**src/omwp_pkg.sv**
```systemverilog
// shared types, constants and the manchester expansion for the word packer
// no dependencies; used by every module of the block
`timescale 1ns / 1ps
`default_nettype none

package omwp_pkg;

  localparam int WORD_W     = 32;
  localparam int SYM_W      = 16;
  localparam int COUNT_W    = 16;
  localparam int FILL_W     = 5;
  localparam int NSYM_W     = 6;
  localparam int PREAMBLE_W = 4;
  localparam int CFG_ADDR_W = 3;
  localparam int CFG_DATA_W = 32;
  localparam int QUEUE_DEPTH = 2;

  localparam logic [PREAMBLE_W-1:0] PREAMBLE_RESET = 4'd3;
  localparam logic [PREAMBLE_W-1:0] BYTES_SEEN_MAX = 4'd15;
  localparam logic [COUNT_W-1:0]    COUNT_MAX      = 16'hFFFF;
  localparam logic [NSYM_W-1:0]     RAW_SYMS       = 6'd8;
  localparam logic [NSYM_W-1:0]     MAN_SYMS       = 6'd16;

  // register index, taken from paddr bit 2
  localparam logic REG_PREAMBLE = 1'b0;

  typedef struct packed {
    logic [SYM_W-1:0] symbols;  // left aligned, first symbol in the msb
    logic             manch;    // 16 symbols when set, else 8
    logic             last;
  } sym_entry_t;

  typedef struct packed {
    logic [WORD_W-1:0]  word;
    logic [COUNT_W-1:0] total;
    logic               last;
  } result_t;

  // 1 -> low-high, 0 -> high-low, msb first
  function automatic logic [SYM_W-1:0] manchester_expand(input logic [7:0] b);
    logic [SYM_W-1:0] s;
    s = '0;
    for (int i = 0; i < 8; i++) begin
      s[2*i+1] = ~b[i];
      s[2*i]   = b[i];
    end
    return s;
  endfunction

endpackage

`default_nettype wire

```
**src/omwp_front.sv**
```systemverilog
// front end: accepts frame bytes and turns each into a symbol group
// depends on omwp_pkg
`timescale 1ns / 1ps
`default_nettype none

module omwp_front (
  input  wire logic                                 clk,
  input  wire logic                                 rst,
  input  wire logic                                 in_valid,
  output logic                                      in_ready,
  input  wire logic [7:0]                           data_byte,
  input  wire logic                                 last_byte,
  input  wire logic [omwp_pkg::PREAMBLE_W-1:0]      preamble_bytes,
  input  wire logic                                 q_ready,
  output logic                                      q_push,
  output omwp_pkg::sym_entry_t                      q_entry
);

  logic [omwp_pkg::PREAMBLE_W-1:0] bytes_seen;
  logic [omwp_pkg::PREAMBLE_W-1:0] bytes_seen_next;
  logic                            raw;

  always_comb begin
    raw              = bytes_seen < preamble_bytes;
    q_entry.symbols  = raw ? {data_byte, 8'h00} : omwp_pkg::manchester_expand(data_byte);
    q_entry.manch    = !raw;
    q_entry.last     = last_byte;
    in_ready         = q_ready;
    q_push           = in_valid && q_ready;
  end

  // byte position in the frame, saturating
  always_comb begin
    bytes_seen_next = bytes_seen;
    if (q_push) begin
      if (last_byte) begin
        bytes_seen_next = '0;
      end else if (bytes_seen != omwp_pkg::BYTES_SEEN_MAX) begin
        bytes_seen_next = bytes_seen + 1'b1;
      end
    end
  end

  always_ff @(posedge clk) begin
    if (rst) begin
      bytes_seen <= '0;
    end else begin
      bytes_seen <= bytes_seen_next;
    end
  end

endmodule

`default_nettype wire

```
**src/omwp_queue.sv**
```systemverilog
// short queue of symbol groups between front and back end
// depends on omwp_pkg
`timescale 1ns / 1ps
`default_nettype none

module omwp_queue #(
  parameter int DEPTH = omwp_pkg::QUEUE_DEPTH  // 2 or more
) (
  input  wire logic                  clk,
  input  wire logic                  rst,
  input  wire logic                  push,
  input  wire omwp_pkg::sym_entry_t  push_entry,
  output logic                       push_ready,
  input  wire logic                  pop,
  output logic                       pop_valid,
  output omwp_pkg::sym_entry_t       pop_entry
);

  localparam int PTR_W = $clog2(DEPTH);
  localparam int CNT_W = $clog2(DEPTH + 1);

  omwp_pkg::sym_entry_t mem [DEPTH];
  logic [PTR_W-1:0] wr_ptr;
  logic [PTR_W-1:0] rd_ptr;
  logic [CNT_W-1:0] count;

  function automatic logic [PTR_W-1:0] ptr_inc(input logic [PTR_W-1:0] p);
    return (p == PTR_W'(DEPTH - 1)) ? '0 : p + 1'b1;
  endfunction

  assign push_ready = count != CNT_W'(DEPTH);
  assign pop_valid  = count != '0;
  assign pop_entry  = mem[rd_ptr];

  always_ff @(posedge clk) begin
    if (push) begin
      mem[wr_ptr] <= push_entry;
    end
  end

  always_ff @(posedge clk) begin
    if (rst) begin
      wr_ptr <= '0;
      rd_ptr <= '0;
      count  <= '0;
    end else begin
      if (push) begin
        wr_ptr <= ptr_inc(wr_ptr);
      end
      if (pop) begin
        rd_ptr <= ptr_inc(rd_ptr);
      end
      if (push && !pop) begin
        count <= count + 1'b1;
      end else if (pop && !push) begin
        count <= count - 1'b1;
      end
    end
  end

endmodule

`default_nettype wire

```
**src/omwp_back.sv**
```systemverilog
// back end: packs symbol groups into 32-bit words, counts symbols, flushes
// depends on omwp_pkg
`timescale 1ns / 1ps
`default_nettype none

module omwp_back (
  input  wire logic                  clk,
  input  wire logic                  rst,
  input  wire logic                  q_valid,
  input  wire omwp_pkg::sym_entry_t  q_entry,
  output logic                       q_pop,
  output logic                       out_valid,
  input  wire logic                  out_ready,
  output omwp_pkg::result_t          out_res
);

  localparam int W = omwp_pkg::WORD_W;
  localparam int S = omwp_pkg::SYM_W;
  localparam int C = omwp_pkg::COUNT_W;

  logic [W-1:0]                    pack_word;
  logic [omwp_pkg::FILL_W-1:0]     fill_count;
  logic [C-1:0]                    symbol_counter;
  logic                            pend_valid;
  omwp_pkg::result_t               pend_res;

  logic [W+S-1:0]                  ext;
  logic [omwp_pkg::NSYM_W-1:0]     nsym;
  logic [omwp_pkg::NSYM_W-1:0]     new_fill;
  logic                            full;
  logic [W-1:0]                    pack_next;
  logic [C:0]                      count_sum;
  logic [C-1:0]                    count_next;
  logic                            has_result;
  logic                            out_free;

  always_comb begin
    nsym       = q_entry.manch ? omwp_pkg::MAN_SYMS : omwp_pkg::RAW_SYMS;
    ext        = {pack_word, {S{1'b0}}} | ({q_entry.symbols, {W{1'b0}}} >> fill_count);
    new_fill   = {1'b0, fill_count} + nsym;
    full       = new_fill[omwp_pkg::NSYM_W-1];
    pack_next  = full ? {ext[S-1:0], {(W-S){1'b0}}} : ext[W+S-1:S];
    // the appended zero symbol also counts
    count_sum  = {1'b0, symbol_counter} + (C+1)'(nsym) + (C+1)'(q_entry.last);
    count_next = count_sum[C] ? omwp_pkg::COUNT_MAX : count_sum[C-1:0];
    has_result = full || q_entry.last;
    out_free   = !out_valid || out_ready;
    q_pop      = q_valid && !pend_valid && (out_free || !has_result);
  end

  // packing state
  always_ff @(posedge clk) begin
    if (rst) begin
      pack_word      <= '0;
      fill_count     <= '0;
      symbol_counter <= '0;
    end else if (q_pop) begin
      if (q_entry.last) begin
        pack_word      <= '0;
        fill_count     <= '0;
        symbol_counter <= '0;
      end else begin
        pack_word      <= pack_next;
        fill_count     <= new_fill[omwp_pkg::FILL_W-1:0];
        symbol_counter <= count_next;
      end
    end
  end

  // output register plus one holding slot for the final word
  always_ff @(posedge clk) begin
    if (rst) begin
      out_valid  <= 1'b0;
      pend_valid <= 1'b0;
    end else if (out_free) begin
      if (pend_valid) begin
        out_valid  <= 1'b1;
        pend_valid <= 1'b0;
      end else if (q_pop && has_result) begin
        out_valid  <= 1'b1;
        pend_valid <= full && q_entry.last;
      end else begin
        out_valid  <= 1'b0;
      end
    end
  end

  always_ff @(posedge clk) begin
    if (out_free) begin
      if (pend_valid) begin
        out_res <= pend_res;
      end else if (q_pop && has_result) begin
        out_res.word  <= full ? ext[W+S-1:S] : pack_next;
        out_res.total <= full ? '0 : count_next;
        out_res.last  <= !full;
        pend_res.word  <= pack_next;
        pend_res.total <= count_next;
        pend_res.last  <= 1'b1;
      end
    end
  end

endmodule

`default_nettype wire

```
**src/ook_manchester_word_packer.sv**
```systemverilog
// top level of the ook manchester word packer: config register and wiring
// depends on omwp_pkg, omwp_front, omwp_queue, omwp_back
`timescale 1ns / 1ps
`default_nettype none

// usage
//   input channel: one frame byte per transaction (data_byte, last_byte),
//     accepted when in_valid and in_ready are both high
//   output channel: one packed 32-bit word per transaction (out_word,
//     symbol_total, last_word), taken when out_valid and out_ready are high
//   config: apb write to preamble_bytes at byte address 0, pready tied high;
//     write only while no frame is in flight
// an accepted byte is registered in the queue; the word that it completes
//   is then registered in the output register before it can be taken
// throughput: one byte per cycle while the queue has room; a final byte that
//   also fills a word gives two words, sent in turn as the back end holds off
// the front end classifies bytes (raw preamble or manchester) and expands them;
//   a short queue lets it keep accepting while the back end waits on the output
// reset: frame state clears, preamble_bytes returns to 3, nothing is output
// receiver stall: the output word holds; the queue fills and then in_ready drops
module ook_manchester_word_packer #(
  parameter int QUEUE_DEPTH = omwp_pkg::QUEUE_DEPTH
) (
  input  wire logic                               clk,
  input  wire logic                               rst,
  // byte input
  input  wire logic                               in_valid,
  output logic                                    in_ready,
  input  wire logic [7:0]                         data_byte,
  input  wire logic                               last_byte,
  // word output
  output logic                                    out_valid,
  input  wire logic                               out_ready,
  output logic [omwp_pkg::WORD_W-1:0]             out_word,
  output logic [omwp_pkg::COUNT_W-1:0]            symbol_total,
  output logic                                    last_word,
  // apb config port
  input  wire logic                               psel,
  input  wire logic                               penable,
  input  wire logic                               pwrite,
  input  wire logic [omwp_pkg::CFG_ADDR_W-1:0]    paddr,
  input  wire logic [omwp_pkg::CFG_DATA_W-1:0]    pwdata,
  output logic [omwp_pkg::CFG_DATA_W-1:0]         prdata,
  output logic                                    pready
);

  logic [omwp_pkg::PREAMBLE_W-1:0] preamble_bytes;
  logic                            reg_index;
  logic                            cfg_write;

  logic                            q_push;
  logic                            q_ready;
  omwp_pkg::sym_entry_t            q_in;
  logic                            q_pop;
  logic                            q_valid;
  omwp_pkg::sym_entry_t            q_out;
  omwp_pkg::result_t               res;

  // register index is the word address
  assign reg_index = paddr[omwp_pkg::CFG_ADDR_W-1];
  assign pready    = 1'b1;
  assign cfg_write = psel && penable && pwrite && pready;

  always_comb begin
    prdata = '0;
    if (reg_index == omwp_pkg::REG_PREAMBLE) begin
      prdata = omwp_pkg::CFG_DATA_W'(preamble_bytes);
    end
  end

  always_ff @(posedge clk) begin
    if (rst) begin
      preamble_bytes <= omwp_pkg::PREAMBLE_RESET;
    end else if (cfg_write && reg_index == omwp_pkg::REG_PREAMBLE) begin
      preamble_bytes <= pwdata[omwp_pkg::PREAMBLE_W-1:0];
    end
  end

  omwp_front u_front (
    .clk            (clk),
    .rst            (rst),
    .in_valid       (in_valid),
    .in_ready       (in_ready),
    .data_byte      (data_byte),
    .last_byte      (last_byte),
    .preamble_bytes (preamble_bytes),
    .q_ready        (q_ready),
    .q_push         (q_push),
    .q_entry        (q_in)
  );

  omwp_queue #(
    .DEPTH (QUEUE_DEPTH)
  ) u_queue (
    .clk        (clk),
    .rst        (rst),
    .push       (q_push),
    .push_entry (q_in),
    .push_ready (q_ready),
    .pop        (q_pop),
    .pop_valid  (q_valid),
    .pop_entry  (q_out)
  );

  omwp_back u_back (
    .clk       (clk),
    .rst       (rst),
    .q_valid   (q_valid),
    .q_entry   (q_out),
    .q_pop     (q_pop),
    .out_valid (out_valid),
    .out_ready (out_ready),
    .out_res   (res)
  );

  assign out_word     = res.word;
  assign symbol_total = res.total;
  assign last_word    = res.last;

endmodule

`default_nettype wire

```
**config.mk**
```make
export PLATFORM = sky130hd
export DESIGN_NAME = ook_manchester_word_packer
export DESIGN_NICKNAME = d
export VERILOG_FILES = /design/src/omwp_pkg.sv /design/src/omwp_front.sv /design/src/omwp_queue.sv /design/src/omwp_back.sv /design/src/ook_manchester_word_packer.sv
export SDC_FILE = /design/constraint.sdc
export NUM_CORES = 1
export LEC_CHECK = 0
export BUFFER_PORTS_ARGS = -buffer_cell sky130_fd_sc_hd__buf_2
export CAP_MARGIN = 15
export CELL_PAD_IN_SITES_DETAIL_PLACEMENT = 1
export CELL_PAD_IN_SITES_GLOBAL_PLACEMENT = 2
export CORE_ASPECT_RATIO = 0.9
export CORE_MARGIN = 2
export CORE_UTILIZATION = 37
export DETAILED_ROUTE_END_ITERATION = 12
export PLACE_DENSITY_LB_ADDON = 0.1
export SLEW_MARGIN = 20
export SYNTH_ARGS = -nofsm -noshare
export SYNTH_HDL_FRONTEND = slang
export SYNTH_SLANG_ARGS = --single-unit
```
**constraint.sdc**
```tcl
create_clock -name clk -period 9.42 [get_ports clk]
set_input_delay 1.413 -clock clk [delete_from_list [all_inputs] [get_ports clk]]
set_output_delay 1.413 -clock clk [all_outputs]
set_load 0.01 [all_outputs]
```
==> run summary, run 1 <==
- **chain of cells forming the critical path** mux2i_1, ha_1, inv_1, fa_2, nor3b_1, a211oi_2, inv_1, ha_1, or3_1, a21oi_1
- **layout cell share with drive strength beyond 1** 20.61%
- **result of the run** finished, final reports clean
- **static leakage power** 0.003803 uW
- **power density over cell area** 296.5 nW/um^2
- **global-route usage over all layers** 16.99%
- **Worst Path Class, Setup** reg -> reg
- **sequential-to-total area share from yosys stat** 60.63%
- **clock tree from TritonCTS** yes
- **Detailed Route WL** 20.55 mm
- **Yosys cell types** 67
- **Top-Level Pins** 135
- **cell chosen for the clock root** sky130_fd_sc_hd__clkbuf_16
- **worst-case setup margin in the final layout** 4.897 ns
- **count of warnings emitted by yosys** 0
- **setup_tns** 0 ns
- **final slew viol count** 0
- **worst setup skew after layout** 0.02131 ns
- **summed area of non-filler cells in the final layout** 9867 um^2
- **leading cell types in the layout, fill and taps excluded** sky130_fd_sc_hd__edfxtp_1 (133), sky130_fd_sc_hd__nor2_1 (82), sky130_fd_sc_hd__buf_2 (75), sky130_fd_sc_hd__a21oi_1 (66), sky130_fd_sc_hd__dfxtp_1 (65)
- **maximum level of the CTS H-tree** 4
- **setup violators final** 0
- **slowest stage delay, CP** 0.88 ns
- **count of max-cap constraint violations** 0
- **start point of the worst min-delay path** u_back.pack_word[1]
- **via density per instance** 5.117
- **Peak VDD IR** 0.0001311 V
- **Bufs and invs on worst path** 2
- **Arrival @ worst endpoint** 4.89 ns
- **met1 routed wirelength after detailed routing** 9.985 mm
- **flip-flop and latch count after synthesis** 198
- **sum of met3 wire segment lengths after detailed routing** 649 um
- **remaining routing DRC violations** 0
- **number of global-route vias before repair** 6055
- **Post-DRT Antenna Nets** 0
- **Buffers on Ports** 75
- **Slew headroom** 28.92%
- **number of DRC markers in iteration 0** 296
- **initial antenna violation count** 0
- **count of instances resized after the clock tree is built** 0
- **Clock transition at path regs** 0.08 ns
- **number of hold violations in the final report** 0
- **CP Launch Type** flip-flop
- **final routed wire length divided by cell count** 18.24 um
- **maximum clock frequency** 221.1 MHz
- **peak fanout along the critical path** 42
- **total iterations of the first detailed-routing run** 4
- **height of the chip** 149.8 um
- **detailed-placement wirelength estimate** 13.46 mm
- **clock period minus worst slack** 4.523 ns
- **Congestion Overflow GR** 0
- **GP Congestion** 0.8217
- **Post-Syn Area per Cell** 11.61 um^2
- **total cell area at the placement stage** 9264 um^2
- **starting density of the core** 37.52%
- **later-pin clock latency in the skew report** 0.46 ns
- **number of nets at the end of the flow** 874
- **via count of the routed design** 5767
- **Inserted Clock Buffers** 17
- **post-CTS setup-driven buffer insertion count** 0
- **worst slew pin tran** 1.064 ns
- **most common library cell in the layout ignoring fill and taps** sky130_fd_sc_hd__edfxtp_1
- **required time of the worst setup path** 9.79 ns
- **Hold/Removal Path Class** reg -> reg
- **DIE AREA** 24850 um^2
- **Async S/R FF share, synth** 0%
- **most used flip-flop cell after synthesis** sky130_fd_sc_hd__edfxtp_1
- **# hold bufs at CTS** 0
- **row count** 53
- **EDFF count, synth** 133
- **chip width** 165.9 um
- **tightest hold margin** 0.4651 ns
- **Inserted Diodes** 0
- **CORE AREA** 23280 um^2
- **growth of design area from synthesis to finish** 12.98%
- **cell count after synthesis** 752
- **category of the worst setup path capture point** flip-flop
- **fin crit share** 48.02%
- **area of the mapped netlist** 8733 um^2
- **detailed-routed wire length on met2** 9.644 mm
- **highest metal layer with signal wires** met4
- **Crit-path slowest cell** sky130_fd_sc_hd__dfxtp_1
- **global-route wire length before repair** 32.89 mm
- **number of clock sinks** 198
- **Setup WS pre-CTS** 4.866 ns
- **critical path's top delay family** adder cells
- **buffers from clock root to sink, at most** 2
- **RSZ-0062 raised after global routing** no
- **pin count of the biggest net entering global routing** 61
stage by stage:
step,cells,utilization (%),total power [uW]
floorplan,779,-,1916
global placement,1095,39.80,2168
detailed placement,1095,39.80,2208
CTS,1127,42.39,2957
global route,1127,42.39,3088
finish,1127,42.39,2926
worst register-to-register path, delay by kind of cell, from the launching register on:
family / cells / cell delay, ns
adder cells (fa/ha/maj): 3 / 1.28
multiplexers: 1 / 0.62
AO/OA/AOI/OAI: 2 / 0.30
buffers and inverters: 2 / 0.47
AND/OR/NAND/NOR: 2 / 0.91
flip-flops: 1 / 0.88
final cells by class:
cell class                 count  area, um^2
multi-input combinational    495        3103
sequential                   198        5295
clock buffer                  17       425.4
fill                        2528       13410
timing repair buffer          80       412.9
inverter                      20       75.07
tap                          302       377.9
clock inverter                15       177.7
cells in the mapped netlist (all sizes together) (2+ instances only):
| cell | n | area (um^2) |
|---|---|---|
| ha | 10 | 125.1 |
| clkinv | 2 | 7.510 |
| nand2b | 4 | 25.02 |
| conb | 2 | 7.510 |
| nand3 | 12 | 60.06 |
| clkbuf | 22 | 85.08 |
| nand3b | 2 | 15.01 |
| nor2b | 34 | 212.7 |
| and3 | 2 | 12.51 |
| a21oi | 67 | 339.1 |
| nand2 | 50 | 187.7 |
| nor4 | 3 | 18.77 |
| mux2 | 36 | 405.4 |
| edfxtp | 133 | 3994 |
| nor2 | 85 | 319.1 |
| dfxtp | 65 | 1301 |
| buf | 44 | 301.5 |
| o31ai | 4 | 30.03 |
| a31o | 3 | 26.28 |
| nand4 | 3 | 33.78 |
| and2 | 5 | 32.53 |
| a21o | 14 | 106.4 |
| a211o | 5 | 45.04 |
| inv | 18 | 67.56 |
| a22oi | 2 | 15.01 |
| a22o | 26 | 227.7 |
| nand4b | 2 | 17.52 |
| a211oi | 5 | 42.54 |
| or3 | 4 | 31.28 |
| xnor2 | 7 | 61.31 |
| mux2i | 7 | 82.58 |
| xor2 | 6 | 52.55 |
| o21ai | 41 | 205.2 |
| a221oi | 8 | 70.07 |
per-layer routing:
metal  GRT usage [%]  vias up
met3           3.094       18
met5               0        -
met2           27.95      109
met1           22.86     2848
li1                -     2792
met4           5.522        0
report_power, final:
group	leakage (uW)	switching, uW	internal [uW]
registers	0.00179	94.2	1250
clock network	0.000291	381	361
logic	0.00173	538	299
logic make-up (layout without fill, tap and decap cells):
| family | after synthesis | in the layout | share of synthesized area [%] |
|---|---|---|---|
| AND/OR/NAND/NOR | 213 | 213 | 11.66 |
| flip-flops | 198 | 198 | 60.63 |
| AO/OA/AOI/OAI | 186 | 186 | 13.78 |
| buffers and inverters | 86 | 132 | 5.286 |
| multiplexers | 43 | 43 | 5.587 |
| XOR/XNOR | 13 | 13 | 1.304 |
| adder cells (fa/ha/maj) | 11 | 11 | 1.662 |
| other | 2 | 29 | 0.08599 |
path summary, 6_finish.rpt:
kind	to	slack, ns	cells after the start
setup / recovery	u_queue.count[1]	4.90	10
hold / removal	u_back.pack_word[1]	0.47	2
setup reg to reg	u_queue.count[1]	4.90	10
hold reg to reg	u_back.pack_word[1]	0.47	2
flip-flops by register name, summed over array words and instances, names as in the netlist, 2 cells and up, named ones only:
| name | count |
|---|---|
| u_queue.count | 2 |
| u_back.pack_word | 32 |
| u_front.bytes_seen | 4 |
| u_back.fill_count | 2 |
| u_queue.mem | 36 |
| u_back.out_res | 49 |
| u_back.pend_res | 48 |
| u_back.symbol_counter | 16 |
| preamble_bytes | 4 |
Power figures use the tool's default switching activity.
==> run 2, diff against run 1 <==
clock period = 4.75 ns   (was 9.42 ns; I/O delays follow)
==> run summary, run 2 (synthesis results as in run 1) <==
- **result of the run** finished, final reports clean, unchanged
- **Congestion Overflow GR** 0, unchanged
- **via count of the routed design** 5872, was 5767
- **static leakage power** 0.003836 uW, was 0.003803 uW
- **R2R Setup Slk** 1.10 ns, was 4.90 ns
- **slowest stage delay, CP** 0.53 ns, was 0.88 ns
- **number of DRC markers in iteration 0** 291, was 296
- **summed area of non-filler cells in the final layout** 9926 um^2, was 9867 um^2
- **global-route usage over all layers** 17.94%, was 16.99%
- **Arrival @ worst endpoint** 4.01 ns, was 4.89 ns
- **cell chosen for the clock root** sky130_fd_sc_hd__clkbuf_16, unchanged
- **fin crit share** 76.74%, was 48.02%
- **top flop regs** u_back.out_res (49), u_back.pend_res (48), u_queue.mem (36), unchanged
- **CORE AREA** 23280 um^2, unchanged
- **largest register by flop count** u_back.out_res, unchanged
- **number of hold violations in the final report** 0, unchanged
- **RSZ-0062 raised after global routing** no, unchanged
- **remaining routing DRC violations** 0, unchanged
- **most common library cell in the layout ignoring fill and taps** sky130_fd_sc_hd__edfxtp_1, unchanged
- **worst slew pin tran** 1.041 ns, was 1.064 ns
- **height of the chip** 149.8 um, unchanged
- **growth of design area from synthesis to finish** 13.65%, was 12.98%
- **Post-DRT Antenna Nets** 0, unchanged
- **Top-Level Pins** 135, unchanged
- **number of standard cells in the layout, taps in and fillers out** 1132, was 1127
- **# hold bufs at CTS** 0, unchanged
- **final total power** 5880 uW, was 2926 uW
- **worst hold path cell count** 2, unchanged
- **number of cell instances on the worst register-to-register path** 11, was 10
- **chain of cells forming the critical path** buf_4, mux2i_1, ha_1, inv_1, fa_1, nor3b_1, a211oi_2, inv_1, ha_1, or3_1, a21oi_1, was mux2i_1, ha_1, inv_1, fa_2, nor3b_1, a211oi_2, inv_1, ha_1, or3_1, a21oi_1
- **number of clock sinks** 198, unchanged
- **setup violators final** 0, unchanged
- **Detailed Route WL** 21.47 mm, was 20.55 mm
- **total cell area at the placement stage** 9310 um^2, was 9264 um^2
- **required time of the worst setup path** 5.11 ns, was 9.79 ns
- **GP Congestion** 0.7643, was 0.8217
- **count of max-cap constraint violations** 0, unchanged
- **number of nets at the end of the flow** 879, was 874
- **category of the worst setup path capture point** flip-flop, unchanged
- **maximum level of the CTS H-tree** 4, unchanged
- **Peak VDD IR** 0.0002728 V, was 0.0001311 V
- **Clock transition at path regs** 0.07 ns, was 0.08 ns
- **setup_tns** 0 ns, unchanged
- **clock period minus worst slack** 3.645 ns, was 4.523 ns
- **number of global-route vias before repair** 6124, was 6055
- **footprint of the multi-input gates** 3099 um^2, was 3103 um^2
- **buffers from clock root to sink, at most** 2, unchanged
- **layout cell share with drive strength beyond 1** 20.60%, was 20.61%
- **final routed wire length divided by cell count** 18.97 um, was 18.24 um
- **Worst Path Class, Setup** reg -> reg, unchanged
- **Crit-path slowest cell** sky130_fd_sc_hd__mux2i_1, was sky130_fd_sc_hd__dfxtp_1
- **later-pin clock latency in the skew report** 0.44 ns, was 0.46 ns
- **peak fanout along the critical path** 18, was 42
- **initial antenna violation count** 0, unchanged
- **final slew viol count** 0, unchanged
- **power density over cell area** 592.4 nW/um^2, was 296.5 nW/um^2
- **total placed cells including tap cells** 1100, was 1095
- **maximum clock frequency** 274.3 MHz, was 221.1 MHz
- **start point of the worst min-delay path** u_back.pack_word[1], unchanged
- **pin count of the biggest net entering global routing** 58, was 61
- **post-CTS setup-driven buffer insertion count** 0, unchanged
- **starting density of the core** 37.52%, unchanged
- **CP Launch Type** flip-flop, unchanged
- **count of instances resized after the clock tree is built** 0, unchanged
- **row count** 53, unchanged
- **Slew headroom** 30.59%, was 28.92%
- **global-route wire length before repair** 34.20 mm, was 32.89 mm
- **fillers** 2505, was 2528
- **clock tree from TritonCTS** yes, unchanged
- **Hold EP** u_back.pack_word[1], unchanged
- **worst setup skew after layout** 0.01107 ns, was 0.02131 ns
- **register area** 5295 um^2, unchanged
- **Inserted Clock Buffers** 17, unchanged
- **Hold/Removal Path Class** reg -> reg, unchanged
- **Largest register FFs** 49, unchanged
- **chip width** 165.9 um, unchanged
- **via density per instance** 5.187, was 5.117
- **endpoint of the lowest-slack register-to-register path** u_queue.count[1], unchanged
- **DIE AREA** 24850 um^2, unchanged
- **Buffers on Ports** 75, unchanged
- **detailed-placement wirelength estimate** 14.55 mm, was 13.46 mm
- **leading cell types in the layout, fill and taps excluded** sky130_fd_sc_hd__edfxtp_1 (133), sky130_fd_sc_hd__nor2_1 (83), sky130_fd_sc_hd__buf_2 (75), sky130_fd_sc_hd__a21oi_1 (66), sky130_fd_sc_hd__dfxtp_1 (65), was sky130_fd_sc_hd__edfxtp_1 (133), sky130_fd_sc_hd__nor2_1 (82), sky130_fd_sc_hd__buf_2 (75), sky130_fd_sc_hd__a21oi_1 (66), sky130_fd_sc_hd__dfxtp_1 (65)
- **Inserted Diodes** 0, unchanged
- **total iterations of the first detailed-routing run** 4, unchanged
run 2: cell types whose count changed in the layout (fill, tap and decap cells not counted), sizes merged:
cell	previous run	this run
clkinv	8	7
clkbuf	17	19
buf	80	85
inv	26	21
clkinvlp	1	2
bufinv	0	3
run 2: power by group:
part	total, uW	switching (uW)	internal, uW
Sequential	2650	166	2480
Combinational	1720	1100	616
Clock	1510	663	852
Total	5880	1930	3950
run 2: per-layer routing:
metal  routed length, um  global-route usage, %  part of all wire [%]  vias to the layer above
li1                    -                      -                     -                     2796
met1               10200                  24.49                    48                     2958
met2               10230                  29.27                    48                       96
met3                 676                  3.068                   3.1                       22
met4                 362                  5.826                   1.7                        0
met5                   0                      0                     0                        -
run 2: critical path, delay by kind of cell (launching register included):
family          cells  cell delay (ns)
fa+ha+maj           3             0.98
simple gates        2             0.77
buf+inv             3             0.71
mux                 1             0.53
flops               1             0.31
compound gates      2             0.27
run 2: worst max-delay path by stage:
stage	endpoint	slack (ns)	startpoint
2_1_floorplan	u_back.out_res[0]	0.23	flip-flop
3_3_place_gp	u_queue.count[1]	1.13	flip-flop
3_5_place_dp	u_queue.count[1]	1.08	flip-flop
4_1_cts	u_queue.count[1]	1.05	flip-flop
5_1_grt	u_queue.count[1]	0.76	flip-flop
6_report	u_queue.count[1]	1.10	flip-flop
run 2: area by class of cell:
cell class                      instances  area share, %
Clock buffer                           19          4.462
Clock inverter                         13          1.740
Timing Repair Buffer                   85          4.664
Sequential cell                       198          53.35
Inverter                               20         0.7563
Multi-Input combinational cell        495          31.22
Tap cell                              302          3.807
run 2: stage by stage:
stage | hold WS [ns] | setup WS, ns | utilization [%]
after floorplan | 0.4258 | 0.2336 | -
after global routing | 0.4927 | 0.7589 | 42.64
after detailed placement | 0.4463 | 1.076 | 40.00
after global placement | 0.4344 | 1.133 | 40.00
final | 0.4592 | 1.105 | 42.64
after CTS | 0.4616 | 1.047 | 42.64
